===== config.mk =====
export PLATFORM = sky130hd
export DESIGN_NAME = firmware_image_verifier_flat
export DESIGN_NICKNAME = d
export VERILOG_FILES = /design/src/design/fiv_pkg.sv /design/src/design/fiv_if.sv /design/src/design/fiv_crc_engine.sv /design/src/design/firmware_image_verifier.sv /design/src/flat_wrapper.sv
export SDC_FILE = /design/constraint.sdc
export NUM_CORES = 1
export LEC_CHECK = 0
export BUFFER_PORTS_ARGS = -buffer_cell sky130_fd_sc_hd__buf_2
export CAP_MARGIN = 20
export CORE_MARGIN = 1
export CORE_UTILIZATION = 58
export CTS_BUF_LIST = sky130_fd_sc_hd__clkbuf_4
export DETAILED_ROUTE_END_ITERATION = 6
export HOLD_SLACK_MARGIN = 0.1
export PLACE_DENSITY_LB_ADDON = 0.25
export SLEW_MARGIN = 20
export SYNTH_ARGS = -nofsm -noshare
export SYNTH_HDL_FRONTEND = slang
export SYNTH_HIERARCHICAL = 1
export SYNTH_SLANG_ARGS = --single-unit

===== constraint.sdc =====
create_clock -name clk -period 11.3 [get_ports clk]
set_clock_uncertainty 0.05 [all_clocks]
set_input_delay 1.695 -clock clk [delete_from_list [all_inputs] [get_ports clk]]
set_output_delay 1.695 -clock clk [all_outputs]
set_load 0.02 [all_outputs]

===== src/design/fiv_pkg.sv =====
// ----------------------------------------------------------------------------
// fiv_pkg
// Shared types, register indexes and the nibble-wise CRC-32 helper for the
// firmware image verifier.
// ----------------------------------------------------------------------------
`default_nettype none

package fiv_pkg;

    localparam int unsigned DATA_W    = 32;
    localparam int unsigned BYTE_W    = 8;
    localparam int unsigned CFG_IDX_W = 3;

    localparam logic [DATA_W-1:0] CRC_INIT = 32'hFFFF_FFFF;

    // Configuration register indexes.
    localparam logic [CFG_IDX_W-1:0] REG_EXPECTED_MAGIC   = 3'd0;
    localparam logic [CFG_IDX_W-1:0] REG_HEADER_MAGIC     = 3'd1;
    localparam logic [CFG_IDX_W-1:0] REG_HEADER_CUR_SIZE  = 3'd2;
    localparam logic [CFG_IDX_W-1:0] REG_HEADER_ORIG_SIZE = 3'd3;
    localparam logic [CFG_IDX_W-1:0] REG_HEADER_CRC       = 3'd4;

    // Request operation codes.
    localparam logic OP_START = 1'b0;
    localparam logic OP_DATA  = 1'b1;

    typedef enum logic [1:0] {
        VERDICT_VALID        = 2'd0,
        VERDICT_BAD_MAGIC    = 2'd1,
        VERDICT_SIZE_EXCEEDS = 2'd2,
        VERDICT_CRC_MISMATCH = 2'd3
    } verdict_t;

    typedef struct packed {
        logic [DATA_W-1:0] expected_magic;
        logic [DATA_W-1:0] header_magic;
        logic [DATA_W-1:0] header_cur_size;
        logic [DATA_W-1:0] header_orig_size;
        logic [DATA_W-1:0] header_crc;
    } cfg_t;

    typedef struct packed {
        logic              valid;
        verdict_t          verdict;
        logic [DATA_W-1:0] crc;
    } result_t;

    // Reflected CRC-32 (0xEDB88320) remainders for one 4-bit step.
    localparam logic [DATA_W-1:0] NIB_TABLE [16] = '{
        32'h0000_0000, 32'h1DB7_1064, 32'h3B6E_20C8, 32'h26D9_30AC,
        32'h76DC_4190, 32'h6B6B_51F4, 32'h4DB2_6158, 32'h5005_713C,
        32'hEDB8_8320, 32'hF00F_9344, 32'hD6D6_A3E8, 32'hCB61_B38C,
        32'h9B64_C2B0, 32'h86D3_D2D4, 32'hA00A_E278, 32'hBDBD_F21C
    };

    // Low nibble first, then high nibble.
    function automatic logic [DATA_W-1:0] crc_byte(input logic [DATA_W-1:0] c,
                                                   input logic [BYTE_W-1:0] b);
        logic [DATA_W-1:0] c_mid;
        c_mid    = (c >> 4) ^ NIB_TABLE[c[3:0] ^ b[3:0]];
        crc_byte = (c_mid >> 4) ^ NIB_TABLE[c_mid[3:0] ^ b[7:4]];
    endfunction

endpackage

`default_nettype wire


===== src/design/fiv_if.sv =====
// ----------------------------------------------------------------------------
// fiv_if
// Valid/ready channels of the firmware image verifier: request and result.
// ----------------------------------------------------------------------------
`default_nettype none

interface fiv_req_if;
    logic       valid;
    logic       ready;
    logic       operation;
    logic [7:0] data_byte;

    modport source (output valid, output operation, output data_byte, input ready);
    modport sink   (input valid, input operation, input data_byte, output ready);
endinterface

interface fiv_res_if;
    logic        valid;
    logic        ready;
    logic [1:0]  verdict;
    logic [31:0] computed_crc;

    modport source (output valid, output verdict, output computed_crc, input ready);
    modport sink   (input valid, input verdict, input computed_crc, output ready);
endinterface

`default_nettype wire


===== src/design/fiv_crc_engine.sv =====
// ----------------------------------------------------------------------------
// fiv_crc_engine
// Run state of one image check: header test on start, byte-wise CRC update,
// byte countdown and the final verdict, all within the accepting cycle.
// ----------------------------------------------------------------------------
`default_nettype none

module fiv_crc_engine
    import fiv_pkg::*;
(
    input  wire logic              clk,
    input  wire logic              rst_n,
    input  wire logic              accept,
    input  wire logic              operation,
    input  wire logic [BYTE_W-1:0] data_byte,
    input  wire cfg_t              cfg,
    output result_t                result
);

    logic [DATA_W-1:0] crc_reg;
    logic [DATA_W-1:0] crc_next;
    logic [DATA_W-1:0] bytes_left_reg;
    logic [DATA_W-1:0] bytes_left_next;
    logic              busy_reg;
    logic              busy_next;
    logic [DATA_W-1:0] crc_upd;
    logic [DATA_W-1:0] crc_fin;
    logic [DATA_W-1:0] left_dec;

    assign crc_upd  = crc_byte(crc_reg, data_byte);
    assign crc_fin  = ~crc_upd;
    assign left_dec = bytes_left_reg - DATA_W'(1);

    always_comb
    begin
        crc_next        = crc_reg;
        bytes_left_next = bytes_left_reg;
        busy_next       = busy_reg;
        result.valid    = 1'b0;
        result.verdict  = VERDICT_VALID;
        result.crc      = '0;
        if (accept)
        begin
            if (operation == OP_START)
            begin
                // A start drops any run in progress.
                crc_next        = CRC_INIT;
                bytes_left_next = '0;
                busy_next       = 1'b0;
                priority if (cfg.header_magic != cfg.expected_magic)
                begin
                    result.valid   = 1'b1;
                    result.verdict = VERDICT_BAD_MAGIC;
                end
                else if (cfg.header_cur_size > cfg.header_orig_size)
                begin
                    result.valid   = 1'b1;
                    result.verdict = VERDICT_SIZE_EXCEEDS;
                end
                else if (cfg.header_orig_size == '0)
                begin
                    result.valid   = 1'b1;
                    result.verdict = (cfg.header_crc == '0) ? VERDICT_VALID
                                                            : VERDICT_CRC_MISMATCH;
                end
                else
                begin
                    bytes_left_next = cfg.header_orig_size;
                    busy_next       = 1'b1;
                end
            end
            else if (busy_reg)
            begin
                bytes_left_next = left_dec;
                if (left_dec == '0)
                begin
                    crc_next       = CRC_INIT;
                    busy_next      = 1'b0;
                    result.valid   = 1'b1;
                    result.verdict = (crc_fin == cfg.header_crc) ? VERDICT_VALID
                                                                 : VERDICT_CRC_MISMATCH;
                    result.crc     = crc_fin;
                end
                else
                begin
                    crc_next = crc_upd;
                end
            end
        end
    end

    always_ff @(posedge clk or negedge rst_n)
    begin
        if (!rst_n)
        begin
            crc_reg        <= CRC_INIT;
            bytes_left_reg <= '0;
            busy_reg       <= 1'b0;
        end
        else
        begin
            crc_reg        <= crc_next;
            bytes_left_reg <= bytes_left_next;
            busy_reg       <= busy_next;
        end
    end

endmodule

`default_nettype wire


===== src/design/firmware_image_verifier.sv =====
// ----------------------------------------------------------------------------
// firmware_image_verifier
// CRC-32 check of a firmware image against header words held in registers.
// ----------------------------------------------------------------------------
// Usage: software writes expected_magic, header_magic, header_cur_size,
// header_orig_size and header_crc through the write port (indexes 0 to 4)
// while the block is idle. A start request checks the header; a bad magic
// or a current size above the original size yields a result at once, as
// does an image of zero length. Then header_orig_size data requests feed
// the CRC, and the last one yields valid or CRC mismatch together with the
// computed CRC. Data requests while idle are dropped without a result.
// In the CRC engine the two nibble-table steps of a byte sit between the
// request handshake and the result register, so one request can be
// accepted in every clock cycle while the result channel does not stall,
// and a result appears in the cycle after the request that caused it.
// A single result register feeds the result channel; while it holds a
// result that the receiver does not take, req.ready is low.
// Reset clears the configuration, the run state and the result register.
// ----------------------------------------------------------------------------
`default_nettype none

module firmware_image_verifier
    import fiv_pkg::*;
(
    input  wire logic                 clk,
    input  wire logic                 rst_n,
    fiv_req_if.sink                   req,
    fiv_res_if.source                 res,
    input  wire logic                 cfg_wr_en,
    input  wire logic [CFG_IDX_W-1:0] cfg_index,
    input  wire logic [DATA_W-1:0]    cfg_wdata
);

    cfg_t              cfg_reg;
    logic              accept;
    result_t           result;
    logic              out_valid_reg;
    verdict_t          out_verdict_reg;
    logic [DATA_W-1:0] out_crc_reg;

    assign req.ready = !out_valid_reg || res.ready;
    assign accept    = req.valid && req.ready;

    always_ff @(posedge clk or negedge rst_n)
    begin
        if (!rst_n)
        begin
            cfg_reg <= '0;
        end
        else if (cfg_wr_en)
        begin
            unique case (cfg_index)
                REG_EXPECTED_MAGIC:   cfg_reg.expected_magic   <= cfg_wdata;
                REG_HEADER_MAGIC:     cfg_reg.header_magic     <= cfg_wdata;
                REG_HEADER_CUR_SIZE:  cfg_reg.header_cur_size  <= cfg_wdata;
                REG_HEADER_ORIG_SIZE: cfg_reg.header_orig_size <= cfg_wdata;
                REG_HEADER_CRC:       cfg_reg.header_crc       <= cfg_wdata;
                default:              ;
            endcase
        end
    end

    fiv_crc_engine u_engine (
        .clk       (clk),
        .rst_n     (rst_n),
        .accept    (accept),
        .operation (req.operation),
        .data_byte (req.data_byte),
        .cfg       (cfg_reg),
        .result    (result)
    );

    always_ff @(posedge clk or negedge rst_n)
    begin
        if (!rst_n)
        begin
            out_valid_reg <= 1'b0;
        end
        else if (req.ready)
        begin
            out_valid_reg <= result.valid;
        end
    end

    always_ff @(posedge clk or negedge rst_n)
    begin
        if (!rst_n)
        begin
            out_verdict_reg <= VERDICT_VALID;
            out_crc_reg     <= '0;
        end
        else if (result.valid)
        begin
            out_verdict_reg <= result.verdict;
            out_crc_reg     <= result.crc;
        end
    end

    assign res.valid        = out_valid_reg;
    assign res.verdict      = out_verdict_reg;
    assign res.computed_crc = out_crc_reg;

endmodule

`default_nettype wire


===== src/flat_wrapper.sv =====
// flat-port wrapper written by rule: the top's interface ports become plain ports
module firmware_image_verifier_flat import fiv_pkg::*;
  (clk, rst_n, cfg_wr_en, cfg_index, cfg_wdata, req_valid, req_operation, req_data_byte, req_ready, res_valid, res_verdict, res_computed_crc, res_ready);
  fiv_req_if req_i ();
  fiv_res_if res_i ();
  input  wire logic clk;
  input  wire logic rst_n;
  input  wire logic cfg_wr_en;
  input  wire logic [CFG_IDX_W-1:0] cfg_index;
  input  wire logic [DATA_W-1:0] cfg_wdata;
  input wire logic [$bits(req_i.valid)-1:0] req_valid;
  input wire logic [$bits(req_i.operation)-1:0] req_operation;
  input wire logic [$bits(req_i.data_byte)-1:0] req_data_byte;
  output wire logic [$bits(req_i.ready)-1:0] req_ready;
  output wire logic [$bits(res_i.valid)-1:0] res_valid;
  output wire logic [$bits(res_i.verdict)-1:0] res_verdict;
  output wire logic [$bits(res_i.computed_crc)-1:0] res_computed_crc;
  input wire logic [$bits(res_i.ready)-1:0] res_ready;
  assign req_i.valid = req_valid;
  assign req_i.operation = req_operation;
  assign req_i.data_byte = req_data_byte;
  assign req_ready = req_i.ready;
  assign res_valid = res_i.valid;
  assign res_verdict = res_i.verdict;
  assign res_computed_crc = res_i.computed_crc;
  assign res_i.ready = res_ready;
  firmware_image_verifier u_core (.clk(clk), .rst_n(rst_n), .req(req_i), .res(res_i), .cfg_wr_en(cfg_wr_en), .cfg_index(cfg_index), .cfg_wdata(cfg_wdata));
endmodule

Word-level counts from Yosys, hierarchy flattened
Memories as Yosys holds them, arrays and structs flattened.
Index checks and enable logic that the tools add are counted.
{"block": "word_totals", "mem_count": 2, "in_bits": 49, "rom_bits": 1024, "wordCells": 72, "regBits": 260}
{"name": "(name not given)", "depth": 16, "word_bits": 32, "rd": 1, "rd_clocked_by_memory_dff": 0, "wr": 0, "line_no": "fiv_pkg.sv:61", "source": "crc_byte = (c_mid >> 4) ^ NIB_TABLE[c_mid[3:0] ^ b[7:4]];"}
{"name": "(name not given)", "depth": 16, "word_bits": 32, "rd": 1, "rd_clocked_by_memory_dff": 0, "wr": 0, "line_no": "fiv_pkg.sv:60", "source": "c_mid = (c >> 4) ^ NIB_TABLE[c[3:0] ^ b[3:0]];"}
{"block": "op_classes", "n_eq_ne": 7, "add_sub_neg": 1, "magnitude_cmp": 3, "muxes": 28, "n_bitwise": 7, "n_reduce_logical": 13}
{"op": "two-way mux 32 bit", "count": 13}
{"op": "two-way mux 35 bit", "count": 3}
{"op": "zero test 32 bit", "count": 3}
{"op": "XOR 28 x 32 -> 32 bit", "count": 2}
{"op": "== test 32 bit", "count": 1}
{"op": "> comparator 32 bit", "count": 1}
{"op": "!= test 32 bit", "count": 1}
{"op": "inverter 32 bit", "count": 1}
{"op": "subtractor 32 x 1 -> 32 bit (second input constant)", "count": 1}
{"op": "two-way mux 3 bit", "count": 4}
{"op": "AND reduction 2 bit", "count": 6}
{"op": ">= comparator 5 bit (second input constant)", "count": 2}
{"op": "inverter 4 -> 5 bit", "count": 2}
{"op": "XOR 4 bit", "count": 2}
{"op": "== test 3 x 2 -> 1 bit (second input constant)", "count": 2}
{"op": "two-way mux 1 bit", "count": 6}
{"op": "two-way mux 2 bit", "count": 2}
{"op": "== test 3 x 1 -> 1 bit (second input constant)", "count": 1}
{"op": "== test 3 bit (second input constant)", "count": 1}
{"op": "zero test 3 bit", "count": 1}
{"op": "!= test 2 x 1 -> 1 bit (second input constant)", "count": 1}
{"op": "logical AND 1 bit", "count": 1}
{"op": "zero test 1 bit", "count": 1}
{"op": "logical OR 1 bit", "count": 1}

Depth between registers and ports, before layout
Gate-level depths: netlist of run 1.
{"block": "logic_depth", "depth_word": 19, "mapped_depth": 14}

By module
Netlist of run 1, hierarchy kept.
{"module": "firmware_image_verifier", "n_inst": 1, "cells_per_inst": 419, "area_each_um2": 7450.9}
{"module": "fiv_crc_engine", "n_inst": 1, "cells_per_inst": 733, "area_each_um2": 6581.3}

Worst setup path after synthesis of run 1
No wires, ideal clock.
{"block": "synth_timing", "path_type": "in2reg", "from": "input port req_data_byte[3]", "to": "register u_core.out_verdict_reg[1] (netlist: u_core/res.verdict[1])", "stages": 9, "required_time_ns": 11.125, "setup_slack_ns": 6.598, "path_buffers": 0, "setup_ns": 0.125, "arrival_time_ns": 4.527, "cell_sequence": "xnor2_1 > xor2_1 > xnor3_1 > xor2_1 > nand4_1 > or4_1 > o41ai_1 > nor3_1 > mux2_2"}
{"element": "from (decl)", "line_no": "flat_wrapper.sv:13", "source": "input wire logic [$bits(req_i.data_byte)-1:0] req_data_byte;"}
{"element": "to (signal assigned)", "line_no": "firmware_image_verifier.sv:94", "source": "out_verdict_reg <= result.verdict;"}
{"element": "to (decl)", "line_no": "firmware_image_verifier.sv:38", "source": "verdict_t out_verdict_reg;"}

==> results.json, run 1 <==
{
  "status": "complete, no violations",
  "drive_gt1_frac": 0.362,
  "startpoint_type": "primary input",
  "min_path_type": "flop to flop",
  "maxSlewViolCount": 0,
  "cap_violations": 0,
  "placed_cells": 1506,
  "r2r_end": "u_core/res.computed_crc[8]",
  "timing.critical_path.mode_cell": "xor2_1",
  "grt_pass1_wl_um": 52800,
  "grt_use_total": 0.284,
  "dpl_cell_area_sq_um": 14600,
  "synth_top_family_by_area": "multiplexers",
  "cts-resized-gates": 0,
  "multi_input_area_sq_um": 7000,
  "coreArea_sq_um": 23600,
  "yosysSeqAreaShare": 0.467,
  "worstSkewPairLatency_ns": 0.68,
  "yosys.area.top_type_share": 0.407,
  "async_reset_ff_frac": 1.00,
  "crit_path_end": "u_core/res.verdict[0]",
  "htreeDepth": 3,
  "antenna_found_initial": 1,
  "die_h_um": 158,
  "via_per_inst": 5.98,
  "hpwl_um": 23800,
  "yosys.area_share.simple": 0.100,
  "crit_type": "primary input to flop",
  "drt_wl_total_um": 33600,
  "reg2reg_setup_slack_ns": 6.85,
  "synth_fa_ha_area_frac": 0.0303,
  "dp_slack_ns": 5.96,
  "drc": 0,
  "post_cts_buffers": 0,
  "r2r_start": "u_core/u_engine/bytes_left_reg[6]",
  "synth_compound_area_frac": 0.0918,
  "worst_pin_slew_ns": 1.03,
  "reg2reg_depth": 10,
  "yosysWarnings": 6,
  "start_util": 0.594,
  "total_power_mw": 3.76,
  "synth.area.mux_share": 0.168,
  "dr.pass1.iters": 5,
  "clockBufferDepth": 3,
  "final_cell_mix": "228 x dfrtp_1, 164 x mux2_2, 99 x clkbuf_4, 92 x xnor2_1, 83 x buf_2",
  "synth_area_per_cell_sq_um": 12.2,
  "leakage_nw": 6.74,
  "synth-main-ff-cell": "dfrtp_1",
  "fin_ws_ns": 6.52,
  "areaGrowthSynthToFinish_pct": 10.4,
  "tritoncts": "built",
  "place.gp.congestion": 0.902,
  "synth_xor_area_frac": 0.105,
  "max-slew-margin-rel": 0.303,
  "postCtsHoldBufs": 0,
  "rsz0062_at_grt": "no",
  "syn-cell-area_sq_um": 14000,
  "synth_cells": 1152,
  "clock-sinks": 260,
  "critPathSlowestCell": "xnor2_1",
  "rows": 56,
  "overflow": 0,
  "p_per_area_nw_per_um2": 243,
  "fin_nets": 1340,
  "chipWidth_um": 158,
  "ys_types": 78,
  "synth.area.top_cells": "dfrtp_1 41%, mux2_2 13%, dfstp_2 6.0%",
  "clk_pin_slew_ns": 0.06,
  "setup_tns_ns": 0,
  "final_antenna_net_count": 0,
  "critPathMaxFanout": 6,
  "synth-edff-count": 0,
  "holdWs_ns": 0.450,
  "final_common_cell": "dfrtp_1",
  "netlist.top_cell.by_area": "dfrtp_1",
  "vias": 9705,
  "hold_violations": 0,
  "post-route-util": 0.656,
  "grt_max_degree": 111,
  "synth_seq_cells": 260,
  "numCtsBuffers": 68,
  "end_kind": "flop",
  "ios": 85,
  "setup_viol": 0,
  "largest_reg_flops": 160,
  "cp_cell_sequence": "buf_2 > xnor2_1 > xor2_1 > xnor3_1 > xor2_1 > nand4_1 > or4_1 > o41ai_1 > nor3_1 > mux2_2",
  "drt_iter0_drc": 633,
  "max_stage_delay_ns": 0.66,
  "fin_area_sq_um": 15500,
  "fin_cells": 1623,
  "max_freq_mhz": 209,
  "critPathLaunch": "req_data_byte[3]",
  "ir_drop_mv": 0.151,
  "final-seq-area_sq_um": 6550,
  "fillers": 1859,
  "syn_nets": 1235,
  "design.die.area_sq_um": 24800,
  "crit_required_ns": 11.79,
  "cp.arrival_ns": 5.27,
  "first_global_vias": 9559,
  "wl_per_cell_um": 20.7,
  "portBuffers": 84,
  "cts_root_buf": "clkbuf_4",
  "finalCritPeriodShare": 0.423,
  "fin_crit_ns": 4.78
}
-- per-layer routing --
layer  track usage  vias to the layer above  share of wire
li1              -                     4476              -
met1         0.414                     4849           0.47
met2         0.420                      311           0.44
met3        0.0595                       69          0.061
met4        0.0952                        0          0.025
met5             0                        -              0
-- how the worst min path moves through the flow --
stage | startpoint | endpoint | slack, ns | depth (start not counted)
after floorplan | u_core/cfg_reg[70] | u_core/cfg_reg[70] | 0.41 | 1
after global placement | u_core/cfg_reg[70] | u_core/cfg_reg[70] | 0.43 | 1
after detailed placement | u_core/res.computed_crc[10] | u_core/res.computed_crc[10] | 0.44 | 1
after CTS | u_core/res.computed_crc[27] | u_core/res.computed_crc[27] | 0.46 | 1
after global routing | u_core/res.computed_crc[12] | u_core/res.computed_crc[12] | 0.47 | 1
final | u_core/res.computed_crc[31] | u_core/res.computed_crc[31] | 0.45 | 1
-- cell usage after synthesis (4+ instances only) --
library cell	count
mux2_2	164
nand4_1	32
xor2_1	31
xnor2_1	92
o22a_1	31
nand3_1	7
nor4_1	28
a21oi_1	25
dfstp_2	32
a31oi_1	6
o31ai_1	25
nor2b_1	5
buf_6	16
or4_1	9
o21ai_0	24
xnor3_1	7
o21a_1	5
xor3_1	4
clkbuf_1	28
buf_2	11
dfrtp_1	228
buf_4	5
nor3_1	21
xnor2_2	6
mux2_4	30
nor2_2	20
a21o_1	14
nand2b_1	5
ha_1	34
inv_1	39
o311ai_0	4
a22oi_1	15
nor2_1	40
nand2_1	23
or3_1	12
o41ai_1	4
-- kinds of logic (layout without fill, tap and decap cells) --
family / Yosys count / in the layout
AO/OA/AOI/OAI: 180 / 180
XOR/XNOR: 142 / 142
adder cells (fa/ha/maj): 34 / 34
buffers and inverters: 101 / 252
flip-flops: 260 / 260
multiplexers: 200 / 200
other: 0 / 1
AND/OR/NAND/NOR: 235 / 235
-- where the power goes --
| part | leakage (nW) | total [mW] | switching (mW) | internal [mW] |
|---|---|---|---|---|
| Sequential | 3.13 | 1.39 | 0.225 | 1.17 |
| Clock | 0.511 | 0.826 | 0.378 | 0.447 |
| Combinational | 3.10 | 1.54 | 0.826 | 0.716 |
-- layout make-up --
cell class / instances / area share
sequential: 260 / 0.423
inverter: 40 / 0.00969
timing repair buffer: 96 / 0.0336
multi-input combinational: 791 / 0.452
antenna: 1 / 0.000162
tap: 319 / 0.0258
clock buffer: 99 / 0.0480
clock inverter: 17 / 0.00840
-- critical path: cells and delay by family --
family                    cells  cell delay, ns
AOI/OAI and AO/OA             1            0.58
buffers and inverters         1            0.12
and+or+nand+nor               3            0.73
xor gates and xnor gates      4            1.86
muxes                         1            0.30
(Power assumes the default switching activity.)
==> run 2, diff against run 1 <==
- CORE_UTILIZATION: 58 -> 57
- clock period: 11.3 -> 4.1 ns (I/O delays scaled with it)
==> run 2 against run 1 <==
Hold slack got worse by 0.26 ns. Final cell count is 2.1% higher. Routed wire length up 2.9%. Sequential share of layout area is 0.86 points lower. First-iteration DRC count increased by 20%. Non-clock buffer count up 28. Critical path depth unchanged. Count of clock-buffer cells in the layout up 5. Largest power group unchanged.
==> results.json, run 2 (same netlist as run 1, synthesis figures left out) <==
{
  "final_cell_mix": "228 x dfrtp_1, 164 x mux2_2, 104 x clkbuf_4, 92 x xnor2_1, 83 x buf_2",
  "drt_wl_total_um": 34600,
  "status": "complete, no violations",
  "dp_slack_ns": 0.172,
  "final_antenna_net_count": 0,
  "fin_nets": 1371,
  "ios": 85,
  "final-seq-area_sq_um": 6550,
  "holdWs_ns": 0.195,
  "p_per_area_nw_per_um2": 674,
  "setup_tns_ns": 0,
  "dr.pass1.iters": 5,
  "end_kind": "flop",
  "fillers": 1924,
  "maxSlewViolCount": 0,
  "portBuffers": 84,
  "ir_drop_mv": 0.449,
  "chipWidth_um": 159,
  "cts_root_buf": "clkbuf_4",
  "placed_cells": 1538,
  "wl_per_cell_um": 20.9,
  "final_common_cell": "dfrtp_1",
  "drt_iter0_drc": 757,
  "total_power_mw": 10.7,
  "antenna_found_initial": 1,
  "largest_reg_flops": 160,
  "fin_crit_ns": 3.91,
  "drive_gt1_frac": 0.381,
  "worst_pin_slew_ns": 1.04,
  "drc": 0,
  "clk_pin_slew_ns": 0.06,
  "areaGrowthSynthToFinish_pct": 12.7,
  "crit_required_ns": 4.56,
  "max_freq_mhz": 256,
  "grt_use_total": 0.283,
  "fin_cells": 1657,
  "fin_ws_ns": 0.191,
  "finalCritPeriodShare": 0.953,
  "rsz0062_at_grt": "no",
  "clock-sinks": 260,
  "multi_input_area_sq_um": 7010,
  "leakage_nw": 6.92,
  "die_h_um": 159,
  "first_global_vias": 9990,
  "grt_max_degree": 94,
  "worstSkewPairLatency_ns": 0.70,
  "critPathMaxFanout": 33,
  "via_per_inst": 5.95,
  "coreArea_sq_um": 24200,
  "dpl_cell_area_sq_um": 14900,
  "crit_type": "flop to flop",
  "place.gp.congestion": 0.930,
  "startpoint_type": "flop",
  "cap_violations": 0,
  "hpwl_um": 25000,
  "setup_viol": 0,
  "htreeDepth": 3,
  "clockBufferDepth": 3,
  "max-slew-margin-rel": 0.308,
  "cp.arrival_ns": 4.37,
  "min_path_type": "primary input to flop",
  "fin_area_sq_um": 15800,
  "design.die.area_sq_um": 25200,
  "vias": 9865,
  "post-route-util": 0.652,
  "grt_pass1_wl_um": 55600,
  "overflow": 0,
  "numCtsBuffers": 71,
  "rows": 57,
  "hold_violations": 0,
  "tritoncts": "built",
  "post_cts_buffers": 0,
  "start_util": 0.579
}
-- run 2: changes by cell type in the layout (fill, tap and decap cells not counted), sizes merged --
| cell | previous run | this run |
|---|---|---|
| buf | 96 | 123 |
| inv | 39 | 40 |
| clkbuf | 99 | 104 |
| clkinv | 15 | 10 |
| dlygate4sd3 | 0 | 1 |
-- run 2: routing by layer --
layer	share of wire	GRT usage	vias up	wire, um
li1	-	-	4526	-
met1	0.47	0.422	4946	16400
met2	0.45	0.418	326	15500
met3	0.053	0.0447	67	1840
met4	0.027	0.106	0	941
met5	0	0	-	0
-- run 2: critical path: stages (launching register included) --
cell and delay, ns:
dfrtp_1 0.47, or3_4 0.43, or4_1 0.54, or3_4 0.48, and2_4 0.18, nor4_2 0.29, and4_4 0.29, a21oi_1 0.10
and3b_2 0.32, buf_12 0.21, mux2_2 0.36
-- run 2: power breakdown --
group | switching [mW] | internal (mW) | total [mW]
Combinational | 2.31 | 2.15 | 4.46
Sequential | 0.621 | 3.21 | 3.83
Clock | 1.08 | 1.28 | 2.36
-- run 2: worst paths after layout --
path	startpoint	cells past startpoint	end	slack (ns)
max in group asynchronous	rst_n	3	u_core/cfg_reg[67]	2.47
setup reg to reg	u_core/u_engine/bytes_left_reg[19]	10	u_core/res.computed_crc[11]	0.19
hold / removal	res_ready	3	u_core/res.valid	0.19
setup / recovery	u_core/u_engine/bytes_left_reg[19]	10	u_core/res.computed_crc[11]	0.19
min in group asynchronous	rst_n	2	u_core/u_engine/bytes_left_reg[23]	0.48
hold reg to reg	u_core/res.computed_crc[28]	1	u_core/res.computed_crc[28]	0.45
-- run 2: repair_timing --
| action | 4_1_cts | 5_1_grt |
|---|---|---|
| hold buffers | 1 | 0 |
| setup endpoints to repair | 0 | 32 |
| resized for setup | 0 | 2 |
| hold endpoints to repair | 79 | 0 |
-- run 2: final cells by class --
class | instances | share of cell area
Tap cell | 324 | 0.0256
Timing Repair Buffer | 124 | 0.0503
Clock buffer | 104 | 0.0494
Clock inverter | 13 | 0.00768
Antenna cell | 1 | 0.000158
Sequential cell | 260 | 0.414
Multi-Input combinational cell | 791 | 0.443
Inverter | 40 | 0.00950
